**config.mk**
```make
export PLATFORM = sky130hd
export DESIGN_NAME = two_tier_interrupt_arbiter
export DESIGN_NICKNAME = d
export VERILOG_FILES = /design/src/hdl/ttia_pkg.sv /design/src/hdl/ttia_regs.sv /design/src/hdl/ttia_pick.sv /design/src/hdl/two_tier_interrupt_arbiter.sv
export SDC_FILE = /design/constraint.sdc
export NUM_CORES = 1
export LEC_CHECK = 0
export ABC_CLOCK_PERIOD_IN_PS = 6730
export BUFFER_PORTS_ARGS = -buffer_cell sky130_fd_sc_hd__clkbuf_2
export CAP_MARGIN = 20
export CORE_MARGIN = 2
export CORE_UTILIZATION = 40
export CTS_BUF_LIST = sky130_fd_sc_hd__clkbuf_16
export DETAILED_ROUTE_END_ITERATION = 8
export PLACE_DENSITY = 0.68
export SLEW_MARGIN = 10
export SYNTH_ARGS = -nofsm -noshare
export SYNTH_HDL_FRONTEND = slang
export SYNTH_HIERARCHICAL = 1
export SYNTH_SLANG_ARGS = --single-unit
export TNS_END_PERCENT = 50
```
**constraint.sdc**
```tcl
create_clock -name clk -period 6.73 [get_ports clk]
set_input_delay 2.019 -clock clk [delete_from_list [all_inputs] [get_ports clk]]
set_output_delay 2.019 -clock clk [all_outputs]
set_load 0.01 [all_outputs]
```
**src/hdl/ttia_pkg.sv**
```systemverilog
// ----------------------------------------------------------------------------
// ttia_pkg: shared types, constants and helpers for the interrupt arbiter
// Item types for both channels, the access modes, the winner record passed
// from the priority tree, and the level and rank decode functions.
// ----------------------------------------------------------------------------
package ttia_pkg;

	localparam int CONTROL_SLOTS_DEF    = 12;
	localparam int INTERNAL_SOURCES_DEF = 10;
	localparam int PIN_REG_OFFSET_DEF   = 6;
	localparam int MASK_REG_OFFSET_DEF  = 72;
	localparam int CONTROL_BASE_DEF     = 76;

	localparam int PIN_COUNT = 4;

	// Within-level score, larger wins. External pins sit between IP=10 and IP=01.
	localparam logic [2:0] SCORE_IP11 = 3'd4;
	localparam logic [2:0] SCORE_IP10 = 3'd3;
	localparam logic [2:0] SCORE_EXT  = 3'd2;
	localparam logic [2:0] SCORE_IP01 = 3'd1;
	localparam logic [2:0] SCORE_IP00 = 3'd0;

	localparam int AVEC_BIT = 7;

	typedef enum logic [2:0] {
		MODE_REG_WR   = 3'd0,
		MODE_REG_RD   = 3'd1,
		MODE_INT_PEND = 3'd2,
		MODE_EXT_PEND = 3'd3,
		MODE_INT_VEC  = 3'd4,
		MODE_EXT_VEC  = 3'd5
	} mode_t;

	typedef struct packed {
		logic [2:0] mode;
		logic [7:0] offset;
		logic [7:0] data_byte;
		logic [3:0] source_index;
		logic       asserted;
	} req_item_t;

	typedef struct packed {
		logic [7:0] read_data;
		logic [2:0] irq_level;
		logic [7:0] irq_vector;
		logic       autovector;
	} rsp_item_t;

	typedef struct packed {
		logic [2:0] level;
		logic [7:0] vector;
		logic       autovector;
	} winner_t;

	function automatic logic [2:0] ip_score(input logic [1:0] ip);
		logic [2:0] s;
		case (ip)
			2'd3:    s = SCORE_IP11;
			2'd2:    s = SCORE_IP10;
			2'd1:    s = SCORE_IP01;
			default: s = SCORE_IP00;
		endcase
		return s;
	endfunction

	// Pins in order irq7, irq5, irq3, irq1; the select register moves three of them.
	function automatic logic [2:0] pin_level(input logic [1:0] pin, input logic [7:0] sel);
		logic [2:0] l;
		case (pin)
			2'd0:    l = 3'd7;
			2'd1:    l = sel[2] ? 3'd4 : 3'd5;
			2'd2:    l = sel[1] ? 3'd6 : 3'd3;
			default: l = sel[0] ? 3'd2 : 3'd1;
		endcase
		return l;
	endfunction

endpackage

```
**src/hdl/ttia_regs.sv**
```systemverilog
// ----------------------------------------------------------------------------
// ttia_regs: register file and source state of the interrupt arbiter
// Applies one accepted item to the registers, pending bits and vectors, and
// returns the read data for register reads.
// ----------------------------------------------------------------------------
module ttia_regs
	import ttia_pkg::*;
#(
	parameter int CONTROL_SLOTS    = CONTROL_SLOTS_DEF,
	parameter int INTERNAL_SOURCES = INTERNAL_SOURCES_DEF,
	parameter int PIN_REG_OFFSET   = PIN_REG_OFFSET_DEF,
	parameter int MASK_REG_OFFSET  = MASK_REG_OFFSET_DEF,
	parameter int CONTROL_BASE     = CONTROL_BASE_DEF
) (
	input  logic            clk,
	input  logic            arst_n,
	input  logic            wr_en,
	input  req_item_t       req,
	output logic [7:0]      rd_data,
	output logic [7:0]      pin_sel,
	output logic [7:0]      avec_mask,
	output logic [7:0]      src_ctl  [INTERNAL_SOURCES],
	output logic            int_pend [INTERNAL_SOURCES],
	output logic [7:0]      int_vec  [INTERNAL_SOURCES],
	output logic            ext_pend [PIN_COUNT],
	output logic [7:0]      ext_vec  [PIN_COUNT]
);

	logic [7:0] pin_sel_q;
	logic [7:0] avec_mask_q;
	logic [7:0] ctl_q      [CONTROL_SLOTS];
	logic       int_pend_q [INTERNAL_SOURCES];
	logic [7:0] int_vec_q  [INTERNAL_SOURCES];
	logic       ext_pend_q [PIN_COUNT];
	logic [7:0] ext_vec_q  [PIN_COUNT];

	logic       pin_hit;
	logic       mask_hit;
	logic       ctl_hit;
	logic [8:0] ctl_off;

	// Pin register wins an overlap, then the mask, then the control window.
	assign pin_hit  = req.offset == 8'(PIN_REG_OFFSET);
	assign mask_hit = req.offset == 8'(MASK_REG_OFFSET);
	assign ctl_off  = {1'b0, req.offset} - 9'(CONTROL_BASE);
	assign ctl_hit  = !pin_hit && !mask_hit && ({1'b0, req.offset} >= 9'(CONTROL_BASE))
			&& (ctl_off < 9'(CONTROL_SLOTS));

	always_ff @(posedge clk or negedge arst_n) begin
		if (!arst_n) begin
			pin_sel_q   <= '0;
			avec_mask_q <= '0;
			for (int i = 0; i < CONTROL_SLOTS; i++) ctl_q[i] <= '0;
			for (int i = 0; i < INTERNAL_SOURCES; i++) begin
				int_pend_q[i] <= 1'b0;
				int_vec_q[i]  <= '0;
			end
			for (int i = 0; i < PIN_COUNT; i++) begin
				ext_pend_q[i] <= 1'b0;
				ext_vec_q[i]  <= '0;
			end
		end else if (wr_en) begin
			if (req.mode == MODE_REG_WR) begin
				if (pin_hit) pin_sel_q <= req.data_byte;
				if (!pin_hit && mask_hit) avec_mask_q <= req.data_byte;
				for (int i = 0; i < CONTROL_SLOTS; i++) begin
					if (ctl_hit && ctl_off == 9'(i)) ctl_q[i] <= req.data_byte;
				end
			end
			for (int i = 0; i < INTERNAL_SOURCES; i++) begin
				if (req.source_index == 4'(i)) begin
					if (req.mode == MODE_INT_PEND) int_pend_q[i] <= req.asserted;
					if (req.mode == MODE_INT_VEC) int_vec_q[i] <= req.data_byte;
				end
			end
			for (int i = 0; i < PIN_COUNT; i++) begin
				if (req.source_index == 4'(i)) begin
					if (req.mode == MODE_EXT_PEND) ext_pend_q[i] <= req.asserted;
					if (req.mode == MODE_EXT_VEC) ext_vec_q[i] <= req.data_byte;
				end
			end
		end
	end

	always_comb begin
		rd_data = '0;
		if (req.mode == MODE_REG_RD) begin
			if (pin_hit) rd_data = pin_sel_q;
			else if (mask_hit) rd_data = avec_mask_q;
			else begin
				for (int i = 0; i < CONTROL_SLOTS; i++) begin
					if (ctl_hit && ctl_off == 9'(i)) rd_data = ctl_q[i];
				end
			end
		end
	end

	// Sources past the last control slot see a zero control byte.
	for (genvar g = 0; g < INTERNAL_SOURCES; g++) begin : g_src
		if (g < CONTROL_SLOTS) begin : g_slot
			assign src_ctl[g] = ctl_q[g];
		end else begin : g_none
			assign src_ctl[g] = '0;
		end
		assign int_pend[g] = int_pend_q[g];
		assign int_vec[g]  = int_vec_q[g];
	end

	for (genvar g = 0; g < PIN_COUNT; g++) begin : g_pin
		assign ext_pend[g] = ext_pend_q[g];
		assign ext_vec[g]  = ext_vec_q[g];
	end

	assign pin_sel   = pin_sel_q;
	assign avec_mask = avec_mask_q;

endmodule

```
**src/hdl/ttia_pick.sv**
```systemverilog
// ----------------------------------------------------------------------------
// ttia_pick: priority tree over all interrupt sources
// Scores every internal source and external pin by level and rank, then
// reduces them through a binary tree in which the lower index wins a tie.
// ----------------------------------------------------------------------------
module ttia_pick
	import ttia_pkg::*;
#(
	parameter int INTERNAL_SOURCES = INTERNAL_SOURCES_DEF
) (
	input  logic [7:0] pin_sel,
	input  logic [7:0] avec_mask,
	input  logic [7:0] src_ctl  [INTERNAL_SOURCES],
	input  logic       int_pend [INTERNAL_SOURCES],
	input  logic [7:0] int_vec  [INTERNAL_SOURCES],
	input  logic       ext_pend [PIN_COUNT],
	input  logic [7:0] ext_vec  [PIN_COUNT],
	output winner_t    winner
);

	localparam int CANDS  = INTERNAL_SOURCES + PIN_COUNT;
	localparam int DEPTH  = $clog2(CANDS);
	localparam int LEAVES = 1 << DEPTH;

	// Heap order: node n has children 2n and 2n+1; leaves start at LEAVES.
	logic [5:0] key [1:2*LEAVES-1];
	logic [7:0] vec [1:2*LEAVES-1];
	logic       av  [1:2*LEAVES-1];

	always_comb begin
		logic [2:0] lvl;
		for (int n = 1; n < 2 * LEAVES; n++) begin
			key[n] = '0;
			vec[n] = '0;
			av[n]  = 1'b0;
		end
		for (int i = 0; i < INTERNAL_SOURCES; i++) begin
			lvl = src_ctl[i][4:2];
			if (int_pend[i] && lvl != 3'd0) begin
				key[LEAVES + i] = {lvl, ip_score(src_ctl[i][1:0])};
				vec[LEAVES + i] = int_vec[i];
				av[LEAVES + i]  = src_ctl[i][AVEC_BIT];
			end
		end
		for (int p = 0; p < PIN_COUNT; p++) begin
			lvl = pin_level(2'(p), pin_sel);
			if (ext_pend[p]) begin
				key[LEAVES + INTERNAL_SOURCES + p] = {lvl, SCORE_EXT};
				vec[LEAVES + INTERNAL_SOURCES + p] = ext_vec[p];
				av[LEAVES + INTERNAL_SOURCES + p]  = avec_mask[lvl];
			end
		end
		// The right child only wins when strictly better.
		for (int n = LEAVES - 1; n >= 1; n--) begin
			if (key[2 * n + 1] > key[2 * n]) begin
				key[n] = key[2 * n + 1];
				vec[n] = vec[2 * n + 1];
				av[n]  = av[2 * n + 1];
			end else begin
				key[n] = key[2 * n];
				vec[n] = vec[2 * n];
				av[n]  = av[2 * n];
			end
		end
	end

	assign winner.level      = key[1][5:3];
	assign winner.vector     = vec[1];
	assign winner.autovector = av[1];

endmodule

```
**src/hdl/two_tier_interrupt_arbiter.sv**
```systemverilog
// ----------------------------------------------------------------------------
// two_tier_interrupt_arbiter: two-tier priority interrupt arbiter
// Takes register accesses and source events, and answers each with the read
// data and the currently presented interrupt level, vector and autovector.
// ----------------------------------------------------------------------------
//
//   Channel  Direction  Handshake            Payload
//   req      input      req_valid/req_ready  req_item_t (mode, offset, data, index, asserted)
//   rsp      output     rsp_valid/rsp_ready  rsp_item_t (read data, level, vector, avec)
//
// One item is accepted per cycle while the pipeline has room. The registers
// and source state are updated at the accepting edge, and the item's read data
// goes into the stage register. When the stage item moves on, the priority
// tree scores the updated state and the response register captures it. The
// response register and the stage in front of it form a two-deep path, so a
// stalled response only blocks input once both are full. Reset clears all
// registers, pending bits and vectors.
//
module two_tier_interrupt_arbiter
	import ttia_pkg::*;
#(
	parameter int CONTROL_SLOTS    = CONTROL_SLOTS_DEF,
	parameter int INTERNAL_SOURCES = INTERNAL_SOURCES_DEF,
	parameter int PIN_REG_OFFSET   = PIN_REG_OFFSET_DEF,
	parameter int MASK_REG_OFFSET  = MASK_REG_OFFSET_DEF,
	parameter int CONTROL_BASE     = CONTROL_BASE_DEF
) (
	input  logic      clk,
	input  logic      arst_n,
	input  logic      req_valid,
	output logic      req_ready,
	input  req_item_t req,
	output logic      rsp_valid,
	input  logic      rsp_ready,
	output rsp_item_t rsp
);

	logic       accept;
	logic       advance;
	logic [7:0] rd_data;
	logic       valid_s1;
	logic [7:0] rd_s1;
	logic       rsp_valid_q;
	rsp_item_t  rsp_q;

	logic [7:0] pin_sel;
	logic [7:0] avec_mask;
	logic [7:0] src_ctl  [INTERNAL_SOURCES];
	logic       int_pend [INTERNAL_SOURCES];
	logic [7:0] int_vec  [INTERNAL_SOURCES];
	logic       ext_pend [PIN_COUNT];
	logic [7:0] ext_vec  [PIN_COUNT];
	winner_t    winner;

	// The stage item moves on when the response register is free or draining.
	// The state may only change when the stage item is also leaving, since the
	// winner it is waiting for is computed from the live state.
	assign advance   = valid_s1 && (!rsp_valid_q || rsp_ready);
	assign req_ready = !valid_s1 || advance;
	assign accept    = req_valid && req_ready;

	ttia_regs #(
		.CONTROL_SLOTS   (CONTROL_SLOTS),
		.INTERNAL_SOURCES(INTERNAL_SOURCES),
		.PIN_REG_OFFSET  (PIN_REG_OFFSET),
		.MASK_REG_OFFSET (MASK_REG_OFFSET),
		.CONTROL_BASE    (CONTROL_BASE)
	) u_regs (
		.clk      (clk),
		.arst_n   (arst_n),
		.wr_en    (accept),
		.req      (req),
		.rd_data  (rd_data),
		.pin_sel  (pin_sel),
		.avec_mask(avec_mask),
		.src_ctl  (src_ctl),
		.int_pend (int_pend),
		.int_vec  (int_vec),
		.ext_pend (ext_pend),
		.ext_vec  (ext_vec)
	);

	ttia_pick #(
		.INTERNAL_SOURCES(INTERNAL_SOURCES)
	) u_pick (
		.pin_sel  (pin_sel),
		.avec_mask(avec_mask),
		.src_ctl  (src_ctl),
		.int_pend (int_pend),
		.int_vec  (int_vec),
		.ext_pend (ext_pend),
		.ext_vec  (ext_vec),
		.winner   (winner)
	);

	always_ff @(posedge clk or negedge arst_n) begin
		if (!arst_n) begin
			valid_s1    <= 1'b0;
			rsp_valid_q <= 1'b0;
		end else begin
			if (accept) valid_s1 <= 1'b1;
			else if (advance) valid_s1 <= 1'b0;
			if (advance) rsp_valid_q <= 1'b1;
			else if (rsp_ready) rsp_valid_q <= 1'b0;
		end
	end

	// Read data is taken before the update; a read never writes anything.
	always_ff @(posedge clk) begin
		if (accept) rd_s1 <= rd_data;
		if (advance) begin
			rsp_q.read_data  <= rd_s1;
			rsp_q.irq_level  <= winner.level;
			rsp_q.irq_vector <= winner.vector;
			rsp_q.autovector <= winner.autovector;
		end
	end

	assign rsp_valid = rsp_valid_q;
	assign rsp       = rsp_q;

	a_accept_fills: assert property (@(posedge clk) disable iff (!arst_n)
		accept |=> valid_s1)
		else $error("accepted item did not reach the stage register");

	a_advance_shows: assert property (@(posedge clk) disable iff (!arst_n)
		advance |=> rsp_valid)
		else $error("stage item did not reach the response register");

	a_stall_full: assert property (@(posedge clk) disable iff (!arst_n)
		!req_ready |-> (valid_s1 && rsp_valid_q && !rsp_ready))
		else $error("input stalled while the pipeline had room");

	a_idle_winner: assert property (@(posedge clk) disable iff (!arst_n)
		(rsp_valid && rsp.irq_level == 3'd0) |-> (rsp.irq_vector == 8'd0 && !rsp.autovector))
		else $error("vector or autovector presented without a level");

endmodule

```
==> impl_metrics.py <==
metrics = {
    "clock_network": {
        "numCtsBuffers": 28,
        "clk_path_buf_depth": 3,
        "root_buffer": "clkbuf_16",
        "clkSlewWorstSetupHoldPaths_ns": 0.07,
        "hold_buffers": 0,
        "cts.htree.levels": 1,
        "cts_tree": "built",
        "clkLatencyLatePin_ns": 0.56,
        "cts.sink_count": 268,
    },
    "timing": {
        "fin_crit_sh": 1.035,
        "hold_viol": 0,
        "hold_slack_ns": 0.4210,
        "max_slew_margin": 0.2955,
        "final-max-slew-violation-count": 0,
        "fmax_mhz": 143.5,
        "rsz0062_at_grt": "yes",
        "tightest_slew_ns": 1.049,
        "fin_tns_setup_ns": -2.421,
        "setup_viol": 12,
        "fin_skew_ns": 0.01364,
        "finalWorstSetupSlack_ns": -0.2381,
        "finalCriticalPeriod_ns": 6.968,
    },
    "worst_hold_path": {
        "hold_path.class": "flip-flop to flip-flop",
        "min_to": "rsp[12]$_DFFE_PP_",
        "hp-start": "rd_s1[0]$_DFFE_PP_",
        "worstHoldPathCells": 0,
    },
    "pwr": {
        "p_per_area_mw_per_mm2": 196.7,
        "p_leak_nw": 8.884,
        "power_mw": 3.756,
        "vdd_ir_drop_max_uv": 187.1,
    },
    "logic_synthesis": {
        "yosysWarningCount": 6,
        "synth_nets": 1629,
        "synthCells": 1520,
        "netlist_area_mm2": 0.01634,
        "syn_area_per_cell_um2": 10.75,
    },
    "placement": {
        "post-place-ws_ns": -0.3568,
        "place.gp.congestion": 0.9160,
        "placed_cells": 2074,
        "dp_hpwl_um": 32010,
        "place_area_mm2": 0.01747,
        "portBuffers": 49,
    },
    "floorplan": {
        "io_pins": 50,
        "core.rowCount": 74,
        "die-area_mm2": 0.04249,
        "core_area_mm2": 0.04055,
        "start_util": 0.4030,
        "die_w_um": 206.1,
        "die-height_um": 206.1,
    },
    "setup_path": {
        "reg2regPathDepth": 33,
        "setup.worst_path.end_class": "flip-flop",
        "cp-startpoint": "u_regs/src_ctl[36]$_DFFE_PN0P_",
        "arrival_ns": 7.38,
        "max_stage_delay_ns": 0.41,
        "cp_slowest_cell": "dfrtp_1",
        "cp.required_ns": 7.14,
        "r2r-end": "rsp[3]$_DFFE_PP_",
        "startpoint_type": "flip-flop",
        "criticalPathCategory": "flip-flop to flip-flop",
        "path_common_cell": "o21a_1",
        "reg2reg_slack_ns": -0.24,
        "r2r_start": "u_regs/src_ctl[36]$_DFFE_PN0P_",
        "crit_fanout": 5,
    },
    "detailed_routing": {
        "wl_per_cell_um": 21.40,
        "drt_iter0_markers": 1007,
        "firstDrtPassIters": 5,
        "viasPerCell": 5.833,
        "wl_um": 46100,
        "vias": 12570,
        "remaining_drc_errors": 0,
        "ant_nets": 0,
    },
    "global_route": {
        "grt_pass1_wl_um": 69710,
        "grt_start_max_net_pins": 138,
        "grt-ovfl-total": 0,
        "antenna_found_initial": 1,
        "grt_pass1_vias": 12450,
        "grt_usage": 0.2102,
    },
    "layout": {
        "final_common_cell": "mux2_2",
        "postLayoutCellArea_mm2": 0.01909,
        "area_growth_pct": 16.79,
        "final_cells": 2154,
        "drive_gt1_frac": 0.3835,
        "layout_common_cells": "mux2_2, dfrtp_1, buf_4, nand2_1, ha_1",
        "n_antenna_cell": 0,
        "fin_nets": 1709,
        "fin_util": 0.4707,
    },
    "status": {
        "status": "finished, violations left",
        "failed_checks": "setup timing",
    },
    "run": {
        "maxCapViolCount": 0,
    },
}
[state kept, by name (all words and copies together), names as in the netlist]
register	cells
u_regs/src_ctl	80
u_regs/int_vec	80
u_regs/pin_sel	8
rd_s1	8
u_regs/ctl_q	16
u_regs/int_pend	10
rsp_valid	1
rsp	20
u_regs/ext_pend	4
u_regs/avec_mask	8
u_regs/ext_vec	32
valid_s1	1
[layout make-up]
| cell class | count | area [µm²] |
|---|---|---|
| Sequential cell | 268 | 6848 |
| Fill cell | 3715 | 21470 |
| Timing Repair Buffer | 192 | 1381 |
| Clock inverter | 22 | 180.2 |
| Inverter | 56 | 210.2 |
| Clock buffer | 30 | 750.7 |
| Tap cell | 532 | 665.6 |
| Multi-Input combinational cell | 1054 | 9052 |
[where the power goes]
| part | switching [mW] | internal (mW) |
|---|---|---|
| Combinational | 0.261 | 0.173 |
| Sequential | 0.0481 | 1.71 |
| Clock | 0.647 | 0.916 |
| Total | 0.955 | 2.80 |
[worst max-delay path, delay by kind of cell (launching register included)]
kind,cells,cell delay [ns]
flops,1,0.41
simple gates,8,1.66
buf+inv,3,0.52
mux,2,0.51
compound gates,16,2.63
fa+ha+maj,4,1.11
[how the worst max path moves through the flow]
stage,slack (ns),cells after the start,end
global route,-0.50,33,rsp[3]$_DFFE_PP_
CTS,-0.003,35,rsp[3]$_DFFE_PP_
global placement,-0.28,33,rsp[10]$_DFFE_PP_
floorplan,0.01,37,rsp[0]$_DFFE_PP_
finish,-0.24,33,rsp[3]$_DFFE_PP_
detailed placement,-0.36,33,rsp[7]$_DFFE_PP_
[what timing repair did]
action	in CTS	in global routing
pin swaps	21	33
cloned	0	1
endpoints found under the setup margin	12	12
resized for setup	26	66
setup buffers	10	16
[per-layer routing]
metal	vias to the layer above	wire, µm	GRT usage
li1	5716	-	-
met1	6395	20030	0.2827
met2	366	22200	0.3450
met3	86	2402	0.02712
met4	2	1451	0.08138
met5	-	11	0
(Power assumes the default switching activity.)
